## config.mk

```make
export PLATFORM = sky130hd
export DESIGN_NAME = multichannel_switch_debouncer
export DESIGN_NICKNAME = d
export VERILOG_FILES = /design/src/design/msd_pkg.sv /design/src/design/multichannel_switch_debouncer.sv /design/src/design/msd_lane.sv /design/src/design/msd_merge.sv
export SDC_FILE = /design/constraint.sdc
export NUM_CORES = 1
export LEC_CHECK = 0
export BUFFER_PORTS_ARGS = -buffer_cell sky130_fd_sc_hd__buf_4
export CAP_MARGIN = 25
export CORE_UTILIZATION = 35
export CTS_CLUSTER_DIAMETER = 80
export DETAILED_ROUTE_END_ITERATION = 8
export GPL_TIMING_DRIVEN = 0
export PLACE_DENSITY = 0.56
export SLEW_MARGIN = 20
export SYNTH_ARGS = -nofsm -noshare
export SYNTH_HDL_FRONTEND = slang
export SYNTH_SLANG_ARGS = --single-unit
```

## constraint.sdc

```tcl
create_clock -name clk -period 3.34 [get_ports clk]
set_input_delay 0.334 -clock clk [delete_from_list [all_inputs] [get_ports clk]]
set_output_delay 0.334 -clock clk [all_outputs]
set_load 0.03 [all_outputs]
```

## src/design/msd_pkg.sv

```systemverilog
// Shared constants, types and helpers for the multichannel switch debouncer.
package msd_pkg;

  // Channel count and hold counter width.
  localparam int CHANNELS   = 8;
  localparam int COUNT_BITS = 10;

  // Widths of the register and stream fields.
  localparam int FILTER_BITS = 10;
  localparam int LEVEL_BITS  = 8;
  localparam int WORD_BITS   = 8;
  localparam int OUT_BITS    = 2 * WORD_BITS;

  // Compare width that holds both the counter and the filter time.
  localparam int CMP_BITS = (COUNT_BITS > FILTER_BITS) ? COUNT_BITS : FILTER_BITS;

  // Reset value of the filter time register.
  localparam logic [FILTER_BITS-1:0] FILTER_RESET = FILTER_BITS'(100);

  // Item kinds carried on the input tuser bit.
  typedef enum logic {
    KIND_TICK   = 1'b0,
    KIND_SAMPLE = 1'b1
  } kind_t;

  // Per-item control broadcast to every lane.
  typedef struct packed {
    logic  step;
    kind_t kind;
  } lane_ctrl_t;

  // Fit a per-channel vector into an output field: low bits kept, missing ones zero.
  function automatic logic [WORD_BITS-1:0] to_word(input logic [CHANNELS-1:0] v);
    logic [WORD_BITS-1:0] w;
    w = '0;
    for (int i = 0; i < WORD_BITS; i++) begin
      if (i < CHANNELS) begin
        w[i] = v[i % CHANNELS];
      end
    end
    return w;
  endfunction

endpackage

```

## src/design/multichannel_switch_debouncer.sv

```systemverilog
// Top level: debounces all channels in parallel lanes, one word per cycle while s_tready is high.
// The result word goes into the output register, or first into the skid register while the output is stalled.
// Throughput: one word per cycle while the skid stage is empty; each lane updates in the cycle of acceptance.
// A skid stage lets one more word in while the output is stalled.
// Reset (rst, synchronous, active high): counters and timing clear, previous
// levels go high, the debounced word clears and filter_time returns to 100.
module multichannel_switch_debouncer (
  input  logic                               clk,
  input  logic                               rst,
  // Configuration write channel: filter_time.
  input  logic                               cfg_valid,
  output logic                               cfg_ready,
  input  logic [msd_pkg::FILTER_BITS-1:0]    cfg_data,
  // Input stream.
  input  logic                               s_tvalid,
  output logic                               s_tready,
  input  logic [msd_pkg::LEVEL_BITS-1:0]     s_tdata,   // [7:0] levels
  input  logic                               s_tuser,   // [0] kind
  // Output stream.
  output logic                               m_tvalid,
  input  logic                               m_tready,
  output logic [msd_pkg::OUT_BITS-1:0]       m_tdata    // [7:0] stable_word, [15:8] accepted_mask
);

  logic [msd_pkg::FILTER_BITS-1:0] filter_time;
  msd_pkg::lane_ctrl_t             ctrl;
  logic [msd_pkg::CHANNELS-1:0]    stable_bits;
  logic [msd_pkg::CHANNELS-1:0]    accepted_bits;
  logic                            in_ready;

  // Filter time register; writes are always taken.
  assign cfg_ready = 1'b1;

  always_ff @(posedge clk) begin
    if (rst) begin
      filter_time <= msd_pkg::FILTER_RESET;
    end else if (cfg_valid) begin
      filter_time <= cfg_data;
    end
  end

  // Broadcast the accepted word's control to every lane.
  assign s_tready  = in_ready;
  assign ctrl.step = s_tvalid & in_ready;
  assign ctrl.kind = msd_pkg::kind_t'(s_tuser);

  // One lane per channel; channels beyond the levels field see a low level.
  for (genvar n = 0; n < msd_pkg::CHANNELS; n++) begin : g_lane
    logic lane_level;
    if (n < msd_pkg::LEVEL_BITS) begin : g_pin
      assign lane_level = s_tdata[n];
    end else begin : g_none
      assign lane_level = 1'b0;
    end

    msd_lane u_lane (
      .clk         (clk),
      .rst         (rst),
      .ctrl        (ctrl),
      .level       (lane_level),
      .filter_time (filter_time),
      .stable_next (stable_bits[n]),
      .accepted    (accepted_bits[n])
    );
  end

  // Combine lane results and hold them for the output.
  msd_merge u_merge (
    .clk           (clk),
    .rst           (rst),
    .push          (ctrl.step),
    .stable_bits   (stable_bits),
    .accepted_bits (accepted_bits),
    .in_ready      (in_ready),
    .out_valid     (m_tvalid),
    .out_ready     (m_tready),
    .out_data      (m_tdata)
  );

endmodule

```

## src/design/msd_lane.sv

```systemverilog
// One debounce lane: hold counter, timing flag, previous level and committed bit.
module msd_lane (
  input  logic                             clk,
  input  logic                             rst,
  input  msd_pkg::lane_ctrl_t              ctrl,
  input  logic                             level,
  input  logic [msd_pkg::FILTER_BITS-1:0]  filter_time,
  output logic                             stable_next,
  output logic                             accepted
);

  logic [msd_pkg::COUNT_BITS-1:0] count;
  logic [msd_pkg::COUNT_BITS-1:0] count_next;
  logic                           timing;
  logic                           timing_next;
  logic                           prev_level;
  logic                           prev_level_next;
  logic                           stable;

  logic                           changed;
  logic [msd_pkg::COUNT_BITS-1:0] count_cleared;
  logic [msd_pkg::CMP_BITS-1:0]   count_ext;
  logic [msd_pkg::CMP_BITS-1:0]   cleared_ext;
  logic [msd_pkg::CMP_BITS-1:0]   filter_ext;

  // Bring counter and filter time to a common width for comparison.
  assign changed       = level != prev_level;
  assign count_cleared = changed ? '0 : count;
  assign count_ext     = msd_pkg::CMP_BITS'(count);
  assign cleared_ext   = msd_pkg::CMP_BITS'(count_cleared);
  assign filter_ext    = msd_pkg::CMP_BITS'(filter_time);

  // Next lane state for the current item.
  always_comb begin
    count_next      = count;
    timing_next     = timing;
    prev_level_next = prev_level;
    stable_next     = stable;
    accepted        = 1'b0;
    if (ctrl.step) begin
      unique case (ctrl.kind)
        msd_pkg::KIND_TICK: begin
          // Count up while timing, saturating at the filter time and the counter limit.
          if (timing && (count_ext < filter_ext) && (count != '1)) begin
            count_next = count + 1'b1;
          end
        end
        msd_pkg::KIND_SAMPLE: begin
          // A change restarts timing; a level commits once its count, cleared on a change, reaches the filter time.
          prev_level_next = level;
          if (cleared_ext >= filter_ext) begin
            count_next  = '0;
            timing_next = 1'b0;
            accepted    = 1'b1;
            stable_next = ~level;
          end else begin
            count_next  = count_cleared;
            timing_next = timing | changed;
          end
        end
        default: begin
          count_next = count;
        end
      endcase
    end
  end

  // Lane state registers.
  always_ff @(posedge clk) begin
    if (rst) begin
      count      <= '0;
      timing     <= 1'b0;
      prev_level <= 1'b1;
      stable     <= 1'b0;
    end else begin
      count      <= count_next;
      timing     <= timing_next;
      prev_level <= prev_level_next;
      stable     <= stable_next;
    end
  end

endmodule

```

## src/design/msd_merge.sv

```systemverilog
// Merges lane results into one result word and buffers it in an output register with skid.
module msd_merge (
  input  logic                                clk,
  input  logic                                rst,
  input  logic                                push,
  input  logic [msd_pkg::CHANNELS-1:0]        stable_bits,
  input  logic [msd_pkg::CHANNELS-1:0]        accepted_bits,
  output logic                                in_ready,
  output logic                                out_valid,
  input  logic                                out_ready,
  output logic [msd_pkg::OUT_BITS-1:0]        out_data
);

  logic [msd_pkg::OUT_BITS-1:0] push_data;
  logic [msd_pkg::OUT_BITS-1:0] skid_data;
  logic                         skid_valid;
  logic                         drain;

  // Pack stable_word low, accepted_mask high.
  assign push_data = {msd_pkg::to_word(accepted_bits), msd_pkg::to_word(stable_bits)};

  // The skid stage catches one word while the output is stalled.
  assign in_ready = ~skid_valid;
  assign drain    = ~out_valid | out_ready;

  // Control flags.
  always_ff @(posedge clk) begin
    if (rst) begin
      out_valid  <= 1'b0;
      skid_valid <= 1'b0;
    end else if (drain) begin
      out_valid  <= skid_valid | push;
      skid_valid <= 1'b0;
    end else if (push) begin
      skid_valid <= 1'b1;
    end
  end

  // Payload registers.
  always_ff @(posedge clk) begin
    if (drain) begin
      out_data <= skid_valid ? skid_data : push_data;
    end else if (push) begin
      skid_data <= push_data;
    end
  end

endmodule

```

==> out/qor.csv, run 1 <==
stage;metric;value;unit
job;max capacitance violation total;0;
sta;setup_tns;0;ns
synthesis;simple-gate share of the synthesized area;22.6;%
synthesis;number of library cell types mapped by synthesis;70;
clock_tree;clock-pin slew on the worst setup and hold paths;0.06;ns
setup_path;endpoint class of the critical path;flip-flop;
final_layout;# nets final;1451;
global_routing;global-route wire length before repair;46900;um
drt;starting DRC count in detailed routing;551;
drt;routed metal-1 wire length;14100;um
clock_tree;number of clock sinks seen by CTS;148;
final_layout;post-route insts no fill;1670;
synthesis;Synthesis Warnings;0;
clock_tree;root cell of the clock tree;clkbuf_16;
synthesis;fraction of post-synthesis cell area in the top cell type by area;21.9;%
synthesis;most area-hungry cell type in the Yosys netlist;dfxtp_1;
drt;detail-routed net length per standard cell;17.6;um
drt;number of remaining DRC errors;0;
placement;Buffers on Ports;40;
synthesis;sequential share of the synthesized area;30.9;%
die;initial standard-cell utilization of the core;35.7;%
placement;cell total after placement;1638;
status;run status;completed;
final_layout;filler instances;2962;
sta;final hold viol count;0;
drt;first-pass detailed-route iteration total;5;
synthesis;ys async rst share;0;%
clock_tree;setup repair bufs after CTS;0;
sta;Rel. slew slack;34.3;%
synthesis;post-synth design cell area;10600;um^2
sta;transition time at the pin with the least slew margin;0.985;ns
clock_tree;Hold-fix buffers, CTS;0;
die;die extent in y;176;um
global_routing;maximum number of pins on one net before global-route repair;20;
final_layout;final standard cell utilization of the core;40.5;%
setup_path;data required time at the worst endpoint;3.51;ns
die;full die area;31000;um^2
sta;setup violation total in the final timing report;0;
power_and_ir_drop;sum of internal, switching and leakage power;4.45;mW
sta;Period minus WS final;3.08;ns
synthesis;compound-gate portion of the synthesized area;19.6;%
drt;routed vias/inst;5.49;
setup_path;classification of the worst setup path;reg2reg;
synthesis;proportion of synthesized area in mux cells;2.66;%
sta;unrepaired setup endpoints after global routing;false;
die;Cell Rows;63;
global_routing;total overflow reported by the global router;0;
placement;post-placement worst setup slack;-0.104;ns
synthesis;flip-flop cell with the highest count after synthesis;dfxtp_1;
global_routing;number of antenna violations at the first check in global routing;0;
synthesis;Post-Synth XOR/XNOR Area;0.743;%
global_routing;vias in the first global route;8841;
drt;sum of routed wire length over all layers;29300;um
clock_tree;maximum count of clock buffers along a single path;2;
drt;total via count in the routed design;9168;
final_layout;ratio of cells with drive above 1 in the final layout;9.45;%
final_layout;synthesis-to-finish area growth;13.5;%
power_and_ir_drop;maximum ir drop on the vdd rail;0.409;mV
synthesis;number of instances in the synthesized netlist;1206;
clock_tree;clock tree from TritonCTS;built;
clock_tree;source-to-sink clock delay at the later pin of the worst-skew pair;0.42;ns
die;area of the core;29700;um^2
drt;number of nets with antenna violations after detailed routing;0;
power_and_ir_drop;PwrDens;370;nW/um^2
sta;final worst clock skew;0.0103;ns
setup_path;startpoint type of the worst setup path;flip-flop;
drt;total met3 wirelength after detailed routing;1130;um
clock_tree;TritonCTS Buffers;17;
sta;post-route clock period utilization;92.3;%
final_layout;antenna diode instance count;0;
setup_path;CP max FO;16;
synthesis;Synth Area in Adders;18.9;%
clock_tree;PostCTS Resize Cnt;0;
drt;met2 WL post-DR;13500;um
drt;highest layer used for signal routing;met4;
synthesis;number of flops mapped to enable cells by yosys;32;
clock_tree;count of H-tree levels built during CTS;4;
synthesis;top post-synthesis cells by area;dfxtp_1 22%, ha_1 19%, edfxtp_1 9.1%;
sta;final slew viol count;0;
power_and_ir_drop;Leak Pwr;5.15;nW
placement;gp weighted congestion;0.810;
global_routing;combined global-route utilization of all metal layers;19.4;%
worst_hold_path;Hold WC Path Type;in2reg;
die;total I/O pin count;43;
synthesis;total of flip-flops plus latches after synthesis;148;
die;horizontal extent of the die;176;um
synthesis;net count of the mapped netlist;1390;
sta;max frequency;324;MHz
setup_path;worst endpoint data arrival time;3.25;ns
sta;crit path setup slack, layout;0.258;ns
synthesis;synthesized area per cell;8.80;um^2
placement;detailed-placement wirelength estimate;20700;um
synthesis;dominant combinational cell family by area after synthesis;simple AND/OR/NAND/NOR gates;
-- cell usage after synthesis (5+ instances only) --
cell       number
ha_1          160
dfxtp_1       116
and2_1         88
inv_1          78
nor2_1         70
nand2_1        65
a21oi_1        63
nand3_1        54
a21o_1         50
o21ai_0        38
nor3_1         34
edfxtp_1       32
o211ai_1       29
clkbuf_1       27
nand4_1        27
or3_1          27
and3_1         22
nand2b_1       19
mux2i_1        17
a31oi_1        13
o221ai_1       11
mux2_2         10
o21a_1         10
or4_1           9
xnor2_1         9
o2111ai_1       8
a221oi_1        7
o21ai_1         7
a221o_1         6
nand3b_1        6
nor2b_1         6
and4_1          5
o22ai_1         5
o31a_1          5
or2_2           5
-- critical path, cell delays in order (launching register included) --
cell and delay (ns):
dfxtp_1 0.37, clkinvlp_4 0.45, ha_1 0.49, a21o_1 0.16
a21o_1 0.17, a221oi_1 0.49, o22ai_2 0.21, mux2i_1 0.19
mux2_2 0.27
-- state kept, by name, summed over array words and instances (netlist names) --
name                      count
g_lane.u_lane.prev_level      8
u_merge.skid_data            16
g_lane.u_lane.count          80
u_merge.out_data             16
filter_time                  10
g_lane.u_lane.stable          8
g_lane.u_lane.timing          8
u_merge.skid_valid            1
u_merge.out_valid             1
-- kinds of logic after synthesis --
logic type	count (synthesis)
AOI/OAI and AO/OA	294
xor gates and xnor gates	9
adders and majority gates	160
buffers and inverters	119
DFF	148
muxes	27
other	1
and+or+nand+nor	448
-- cell usage in the layout (no fill, tap or decap), drive strengths merged, types with 5 or more instances in the layout --
cell and instances:
mux2 10, a31oi 14, and2 88, dfxtp 116, nand2b 19, a221oi 7, and3 22, or2 5
nand4 27, o221ai 12, inv 78, nand3 54, or4 9, a21o 50, buf 54, o22ai 8
or3 27, mux2i 17, nor2b 7, o211ai 30, nand3b 6, nor2 70, o21a 10, clkinv 8
o31ai 5, nor3 34, ha 160, o31a 5, nand2 66, o21ai 46, clkbuf 46, a21oi 63
o2111ai 8, and4 5, a221o 6, xnor2 9, edfxtp 32
-- power by group --
group,internal [mW],switching [mW],total [mW]
clock,1.19,0.805,2.00
sequential,1.87,0.0347,1.90
combinational,0.184,0.372,0.556
-- layer usage --
| metal | track usage (%) | vias up |
|---|---|---|
| li1 | - | 4612 |
| met1 | 25.9 | 4355 |
| met2 | 32.0 | 166 |
| met3 | 2.86 | 35 |
| met4 | 6.05 | 0 |
| met5 | 0 | - |
-- worst paths after layout --
kind	slack, ns	startpoint	cells after the start	to
setup reg to reg	0.26	filter_time[3]$_SDFFE_PP0P_	8	u_merge.out_data[3]$_DFFE_PP_
hold / removal	0.13	cfg_data[2]	3	filter_time[2]$_SDFFE_PP1P_
hold reg to reg	0.49	g_lane[2].u_lane.timing$_SDFFE_PP0P_	2	g_lane[2].u_lane.timing$_SDFFE_PP0P_
setup / recovery	0.26	filter_time[3]$_SDFFE_PP0P_	8	u_merge.out_data[3]$_DFFE_PP_
-- final cells by class --
type / instances / area, um^2 / area share (%)
Buffer: 39 / 181 / 1.51
Clock buffer: 19 / 443 / 3.68
Clock inverter: 13 / 159 / 1.32
Inverter: 80 / 304 / 2.52
Multi-Input combinational cell: 939 / 6870 / 57.0
Sequential cell: 148 / 3280 / 27.3
Tap cell: 390 / 488 / 4.05
Timing Repair Buffer: 42 / 317 / 2.63
-- through the flow --
| step | hold WS (ns) | cell area, um^2 |
|---|---|---|
| after floorplan | 0.460 | 10600 |
| after global placement | 0.474 | 11400 |
| after detailed placement | 0.479 | 11400 |
| after CTS | 0.128 | 12000 |
| after global routing | 0.126 | 12000 |
| final | 0.134 | 12000 |
Power figures use the tool's default switching activity.
==> inputs of run 2 (changes only) <==
--- a/config.mk
+++ b/config.mk
@@ -12,7 +12,7 @@
 export DETAILED_ROUTE_END_ITERATION = 8
 export GPL_TIMING_DRIVEN = 0
 export PLACE_DENSITY = 0.56
-export SLEW_MARGIN = 20
+export RECOVER_POWER = 25
 export SYNTH_ARGS = -nofsm -noshare
 export SYNTH_HDL_FRONTEND = slang
 export SYNTH_SLANG_ARGS = --single-unit
==> out/qor.csv, run 2 (synthesis gave the netlist of run 1 again) <==
stage;metric;value;unit;change
die;die extent in y;176;um;unchanged
placement;gp weighted congestion;0.810;;unchanged
setup_path;worst endpoint data arrival time;3.40;ns;was 3.25 ns
worst_hold_path;startpoint of the most critical hold path;cfg_data[2];;unchanged
final_layout;# nets final;1450;;was 1451
setup_path;cell family contributing the most delay on the critical path;compound AO/OA/AOI/OAI gates;;unchanged
die;total I/O pin count;43;;unchanged
global_routing;combined global-route utilization of all metal layers;19.3;%;was 19.4%
global_routing;number of antenna violations at the first check in global routing;0;;unchanged
sta;Period minus WS final;3.07;ns;was 3.08 ns
placement;post-placement worst setup slack;-0.101;ns;was -0.104 ns
sta;crit path setup slack, layout;0.269;ns;was 0.258 ns
clock_tree;source-to-sink clock delay at the later pin of the worst-skew pair;0.44;ns;was 0.42 ns
sta;final hold viol count;0;;unchanged
worst_hold_path;Hold WC Path Type;in2reg;;unchanged
sta;max frequency;326;MHz;was 324 MHz
setup_path;startpoint of the most critical register-to-register path;filter_time[3]$_SDFFE_PP0P_;;unchanged
final_layout;antenna diode instance count;0;;unchanged
clock_tree;count of H-tree levels built during CTS;4;;unchanged
sta;Rel. slew slack;35.3;%;was 34.3%
setup_path;endpoint class of the critical path;flip-flop;;unchanged
global_routing;maximum number of pins on one net before global-route repair;20;;unchanged
clock_tree;clock tree from TritonCTS;built;;unchanged
setup_path;startpoint type of the worst setup path;flip-flop;;unchanged
drt;detail-routed net length per standard cell;17.4;um;was 17.6 um
setup_path;chain of cells forming the critical path;clkinvlp_4 > ha_1 > a21o_1 > a21oi_1 > o221ai_1 > a2bb2oi_2 > o2bb2ai_1 > a221o_1;;was clkinvlp_4 > ha_1 > a21o_1 > a21o_1 > a221oi_1 > o22ai_2 > mux2i_1 > mux2_2
clock_tree;TritonCTS Buffers;17;;unchanged
final_layout;most frequent cells in the layout;160 x ha_1, 115 x dfxtp_1, 88 x and2_1;;unchanged
drt;number of nets with antenna violations after detailed routing;0;;unchanged
placement;detailed-placement wirelength estimate;20600;um;was 20700 um
global_routing;vias in the first global route;8732;;was 8841
global_routing;global-route wire length before repair;46800;um;was 46900 um
final_layout;Top Registers;g_lane.u_lane.count (80), u_merge.out_data (16), u_merge.skid_data (16);;unchanged
power_and_ir_drop;sum of internal, switching and leakage power;4.31;mW;was 4.45 mW
setup_path;Reg2Reg Setup Slack;0.27;ns;was 0.26 ns
power_and_ir_drop;Leak Pwr;5.04;nW;was 5.15 nW
worst_hold_path;cell count of the worst hold path;3;;unchanged
sta;transition time at the pin with the least slew margin;0.971;ns;was 0.985 ns
die;horizontal extent of the die;176;um;unchanged
setup_path;Worst Reg2Reg Path Length in Cells;8;;unchanged
die;Cell Rows;63;;unchanged
final_layout;filler instances;2983;;was 2962
drt;first-pass detailed-route iteration total;5;;unchanged
final_layout;Top reg by flops;g_lane.u_lane.count;;unchanged
final_layout;flip-flop count of the largest register after layout;80;;unchanged
drt;routed vias/inst;5.48;;was 5.49
final_layout;ratio of cells with drive above 1 in the final layout;7.43;%;was 9.45%
drt;number of remaining DRC errors;0;;unchanged
final_layout;Register Area;3280;um^2;unchanged
sta;unrepaired setup endpoints after global routing;false;;unchanged
placement;Buffers on Ports;40;;unchanged
power_and_ir_drop;maximum ir drop on the vdd rail;0.387;mV;was 0.409 mV
sta;final slew viol count;0;;unchanged
die;initial standard-cell utilization of the core;35.7;%;unchanged
job;max capacitance violation total;0;;unchanged
die;full die area;31000;um^2;unchanged
worst_hold_path;terminating pin of the worst hold path;filter_time[2]$_SDFFE_PP1P_;;unchanged
status;run status;completed;;unchanged
final_layout;multi-input logic area;6860;um^2;was 6870 um^2
final_layout;final standard cell utilization of the core;40.1;%;was 40.5%
sta;final worst clock skew;0.0157;ns;was 0.0103 ns
clock_tree;root cell of the clock tree;clkbuf_16;;unchanged
setup_path;data required time at the worst endpoint;3.67;ns;was 3.51 ns
setup_path;worst r2r dst;g_lane[4].u_lane.count[8]$_SDFFE_PP0P_;;was u_merge.out_data[3]$_DFFE_PP_
setup_path;stage delay of the slowest cell on the critical path;0.49;ns;about the same
drt;starting DRC count in detailed routing;571;;was 551
sta;post-route clock period utilization;92.0;%;was 92.3%
drt;total via count in the routed design;9153;;was 9168
final_layout;leading cell type in the layout, fill and taps excluded;ha_1;;unchanged
power_and_ir_drop;PwrDens;362;nW/um^2;was 370 nW/um^2
setup_path;classification of the worst setup path;reg2reg;;unchanged
global_routing;total overflow reported by the global router;0;;unchanged
setup_path;highest-delay cell along the critical path;ha_1;;unchanged
sta;setup violation total in the final timing report;0;;unchanged
clock_tree;number of clock sinks seen by CTS;148;;unchanged
setup_path;CP max FO;16;;unchanged
final_layout;synthesis-to-finish area growth;12.2;%;was 13.5%
clock_tree;maximum count of clock buffers along a single path;2;;unchanged
setup_path;worst path bufs/invs;1;;unchanged
die;area of the core;29700;um^2;unchanged
drt;sum of routed wire length over all layers;29100;um;was 29300 um
clock_tree;clock-pin slew on the worst setup and hold paths;0.06;ns;about the same
run 2: cell types whose count changed in the layout (fill, tap and decap cells not counted), sizes merged:
cell    before  now
clkbuf      46   68
clkinv       8    9
bufinv       3    2
buf         54   31
run 2: worst max-delay path by stage:
stage / from / endpoint / slack (ns) / cells past startpoint
2_1_floorplan: s_tdata[6] / u_merge.out_data[6]$_DFFE_PP_ / 0.69 / 10
3_3_place_gp: s_tdata[6] / u_merge.out_data[6]$_DFFE_PP_ / -0.06 / 11
3_5_place_dp: s_tdata[6] / u_merge.out_data[6]$_DFFE_PP_ / -0.10 / 11
4_1_cts: filter_time[3]$_SDFFE_PP0P_ / u_merge.out_data[6]$_DFFE_PP_ / 0.01 / 8
5_1_grt: filter_time[3]$_SDFFE_PP0P_ / u_merge.out_data[3]$_DFFE_PP_ / 0.02 / 8
6_report: filter_time[3]$_SDFFE_PP0P_ / g_lane[4].u_lane.count[8]$_SDFFE_PP0P_ / 0.27 / 8
run 2: worst min-delay path: stages:
cell and delay [ns]:
buf_4 0.08, nand2_1 0.04, o211ai_1 0.06
run 2: timing repair:
item / 4_1_cts / 5_1_grt
resized for setup: 0 / 4
buffers inserted: 0 / 0
endpoints found under the setup margin: 0 / 14
hold buffers: 0 / 0
run 2: area by class of cell:
type                       count  share of cell area (%)
multi-input combinational    939                    57.6
sequential                   148                    27.6
tap                          390                    4.10
clock buffer                  19                    3.64
inverter                      80                    2.55
timing repair buffer          41                    2.03
buffer                        39                    1.45
clock inverter                13                   0.999
run 2: report_power, final:
group	switching [mW]	leakage (nW)	internal [mW]
Combinational	0.371	3.50	0.172
Sequential	0.0346	1.27	1.87
Clock	0.785	0.265	1.08
run 2: routing by layer:
metal | global-route usage, % | vias to the layer above | routed length (um)
li1 | - | 4611 | -
met1 | 26.1 | 4354 | 14100
met2 | 32.2 | 169 | 13700
met3 | 2.73 | 19 | 993
met4 | 4.86 | 0 | 330
met5 | 0 | - | 0
run 2: through the flow:
step	cells	hold slack, ns	area, um^2	TNS [ns]
4_1_cts	1669	0.118	12000	0
5_1_grt	1669	0.135	11900	0
2_1_floorplan	1206	0.460	10600	0
3_5_place_dp	1637	0.479	11400	-0.101
3_3_place_gp	1636	0.474	11400	-0.0802
6_report	1669	0.124	11900	0
==> inputs of run 3 (changes only) <==
--- a/config.mk
+++ b/config.mk
@@ -11,8 +11,9 @@
 export CTS_CLUSTER_DIAMETER = 80
 export DETAILED_ROUTE_END_ITERATION = 8
 export GPL_TIMING_DRIVEN = 0
-export PLACE_DENSITY = 0.56
+export PLACE_DENSITY = 0.58
 export RECOVER_POWER = 25
+export SLEW_MARGIN = 20
 export SYNTH_ARGS = -nofsm -noshare
 export SYNTH_HDL_FRONTEND = slang
 export SYNTH_SLANG_ARGS = --single-unit
==> constraint.sdc (replaced) <==
create_clock -name clk -period 2.8 [get_ports clk]
set_input_delay 0.28 -clock clk [delete_from_list [all_inputs] [get_ports clk]]
set_output_delay 0.28 -clock clk [all_outputs]
set_load 0.03 [all_outputs]
==> out/qor.csv, run 3 (synthesis gave the netlist of run 1 again) <==
stage;metric;value;unit;change
global_routing;Top Usage Layer GRT;met2;;unchanged
final_layout;filler instances;2904;;was 2983
global_routing;total overflow reported by the global router;0;;unchanged
sta;transition time at the pin with the least slew margin;0.985;ns;was 0.971 ns
global_routing;met1 usage;26.4;%;was 26.1%
power_and_ir_drop;PwrDens;436;nW/um^2;was 362 nW/um^2
drt;sum of routed wire length over all layers;30700;um;was 29100 um
setup_path;worst endpoint data arrival time;2.87;ns;was 3.40 ns
sta;max frequency;370;MHz;was 326 MHz
final_layout;Top reg by flops;g_lane.u_lane.count;;unchanged
drt;detail-routed net length per standard cell;18.0;um;was 17.4 um
sta;final hold slack;0.0680;ns;was 0.124 ns
clock_tree;Hold-fix buffers, CTS;0;;unchanged
drt;routed vias/inst;5.58;;was 5.48
global_routing;combined global-route utilization of all metal layers;19.9;%;was 19.3%
sta;Rel. slew slack;34.4;%;was 35.3%
drt;number of remaining DRC errors;0;;unchanged
sta;final worst clock skew;0.00955;ns;was 0.0157 ns
setup_path;startpoint type of the worst setup path;flip-flop;;unchanged
drt;number of nets with antenna violations after detailed routing;0;;unchanged
global_routing;vias in the first global route;9022;;was 8732
global_routing;number of antenna violations at the first check in global routing;0;;unchanged
setup_path;endpoint class of the critical path;flip-flop;;unchanged
placement;Buffers on Ports;40;;unchanged
die;total I/O pin count;43;;unchanged
power_and_ir_drop;Leak Pwr;5.35;nW;was 5.04 nW
setup_path;data required time at the worst endpoint;2.97;ns;was 3.67 ns
final_layout;antenna diode instance count;0;;unchanged
setup_path;classification of the worst setup path;reg2reg;;unchanged
global_routing;global-route wire length before repair;48100;um;was 46800 um
clock_tree;clock-pin slew on the worst setup and hold paths;0.07;ns;was 0.06 ns
global_routing;routing usage on met3;2.15;%;was 2.73%
global_routing;met2 capacity usage during global routing;33.7;%;was 32.2%
die;area of the core;29700;um^2;unchanged
placement;detailed-placement wirelength estimate;20800;um;was 20600 um
die;initial standard-cell utilization of the core;35.7;%;unchanged
final_layout;synthesis-to-finish area growth;19.1;%;was 12.2%
final_layout;# nets final;1491;;was 1450
job;max capacitance violation total;0;;unchanged
final_layout;flip-flop count of the largest register after layout;80;;unchanged
clock_tree;count of H-tree levels built during CTS;4;;unchanged
global_routing;maximum number of pins on one net before global-route repair;20;;unchanged
sta;setup violation total in the final timing report;0;;unchanged
final_layout;leading cell type in the layout, fill and taps excluded;ha_1;;unchanged
sta;final slew viol count;0;;unchanged
sta;post-route clock period utilization;96.4;%;was 92.0%
worst_hold_path;Hold WC Path Type;in2reg;;unchanged
sta;crit path setup slack, layout;0.100;ns;was 0.269 ns
sta;Period minus WS final;2.70;ns;was 3.07 ns
drt;total via count in the routed design;9543;;was 9153
sta;final hold viol count;0;;unchanged
placement;gp weighted congestion;0.828;;was 0.810
die;full die area;31000;um^2;unchanged
status;run status;completed;;unchanged
drt;first-pass detailed-route iteration total;4;;was 5
sta;unrepaired setup endpoints after global routing;true;;was false
clock_tree;number of clock sinks seen by CTS;148;;unchanged
die;Cell Rows;63;;unchanged
clock_tree;TritonCTS Buffers;17;;unchanged
drt;starting DRC count in detailed routing;634;;was 571
power_and_ir_drop;maximum ir drop on the vdd rail;0.378;mV;was 0.387 mV
placement;post-placement worst setup slack;-0.406;ns;was -0.101 ns
final_layout;ratio of cells with drive above 1 in the final layout;13.7;%;was 7.43%
clock_tree;maximum count of clock buffers along a single path;2;;unchanged
die;die extent in y;176;um;unchanged
final_layout;most frequent cells in the layout;160 x ha_1, 115 x dfxtp_1, 88 x and2_1;;unchanged
clock_tree;source-to-sink clock delay at the later pin of the worst-skew pair;0.43;ns;was 0.44 ns
die;horizontal extent of the die;176;um;unchanged
setup_path;CP max FO;8;;was 16
final_layout;Top Registers;g_lane.u_lane.count (80), u_merge.out_data (16), u_merge.skid_data (16);;unchanged
clock_tree;clock tree from TritonCTS;built;;unchanged
clock_tree;root cell of the clock tree;clkbuf_16;;unchanged
[run 3: cell types whose count changed in the layout (fill, tap and decap cells not counted), moves of 6 or more]
cell / change
xnor2_1: -6
inv_1: -8
clkbuf_1: -12
clkinvlp_4: +8
xnor2_2: +6
buf_4: +42
[run 3: layer usage]
| layer | part of all wire (%) | wire, um | vias up |
|---|---|---|---|
| met5 | 0 | 0 | - |
| li1 | - | - | 4691 |
| met4 | 1.7 | 520 | 0 |
| met2 | 48 | 14800 | 206 |
| met3 | 4.2 | 1280 | 27 |
| met1 | 46 | 14200 | 4619 |
[run 3: path summary, 6_finish.rpt]
check                                                         startpoint                                    to  slack [ns]  cells after the start
worst min-delay path                                         cfg_data[5]           filter_time[5]$_SDFFE_PP1P_        0.07                      3
worst max-delay path            g_lane[5].u_lane.prev_level$_SDFFE_PP1P_         u_merge.out_data[5]$_DFFE_PP_        0.10                     10
worst max register to register  g_lane[5].u_lane.prev_level$_SDFFE_PP1P_         u_merge.out_data[5]$_DFFE_PP_        0.10                     10
worst min register to register      g_lane[2].u_lane.timing$_SDFFE_PP0P_  g_lane[2].u_lane.timing$_SDFFE_PP0P_        0.50                      2
[run 3: cell type report]
type	instances	area [um^2]	area share (%)
buffer	39	206	1.63
sequential	148	3280	26.0
timing repair buffer	82	619	4.90
tap	390	488	3.86
multi-input combinational	939	7090	56.1
clock inverter	14	186	1.48
clock buffer	18	429	3.40
inverter	80	334	2.64
[run 3: stage by stage]
stage               util, %  setup TNS, ns  cells  total power [mW]  instance area, um^2
finish                 42.5              0   1710              5.50                12600
global route           42.5              0   1710              5.69                12600
CTS                    41.8              0   1699              5.50                12400
detailed placement     38.4         -14.37   1638              2.98                11400
global placement       38.4         -16.72   1636              2.96                11400
floorplan                 -              0   1206              2.72                10600
[run 3: what timing repair did]
action                     4_1_cts  5_1_grt
pin swaps                        0       12
gates resized for setup         29       44
setup endpoints to repair       88       60
buffers inserted                29       11
[run 3: power breakdown]
group	total, mW	internal [mW]	switching (mW)
clock network	2.46	1.49	0.970
registers	2.27	2.23	0.0462
logic	0.775	0.288	0.487
total	5.50	4.00	1.50
[run 3: critical path, stage by stage, from the launching register on]
cell     delay (ns)
dfxtp_1        0.35
xnor2_2        0.16
buf_4          0.17
and2_1         0.16
ha_1           0.29
a21o_1         0.17
a21o_1         0.17
a221o_2        0.42
o21ai_2        0.18
o21ai_2        0.10
mux2_2         0.28
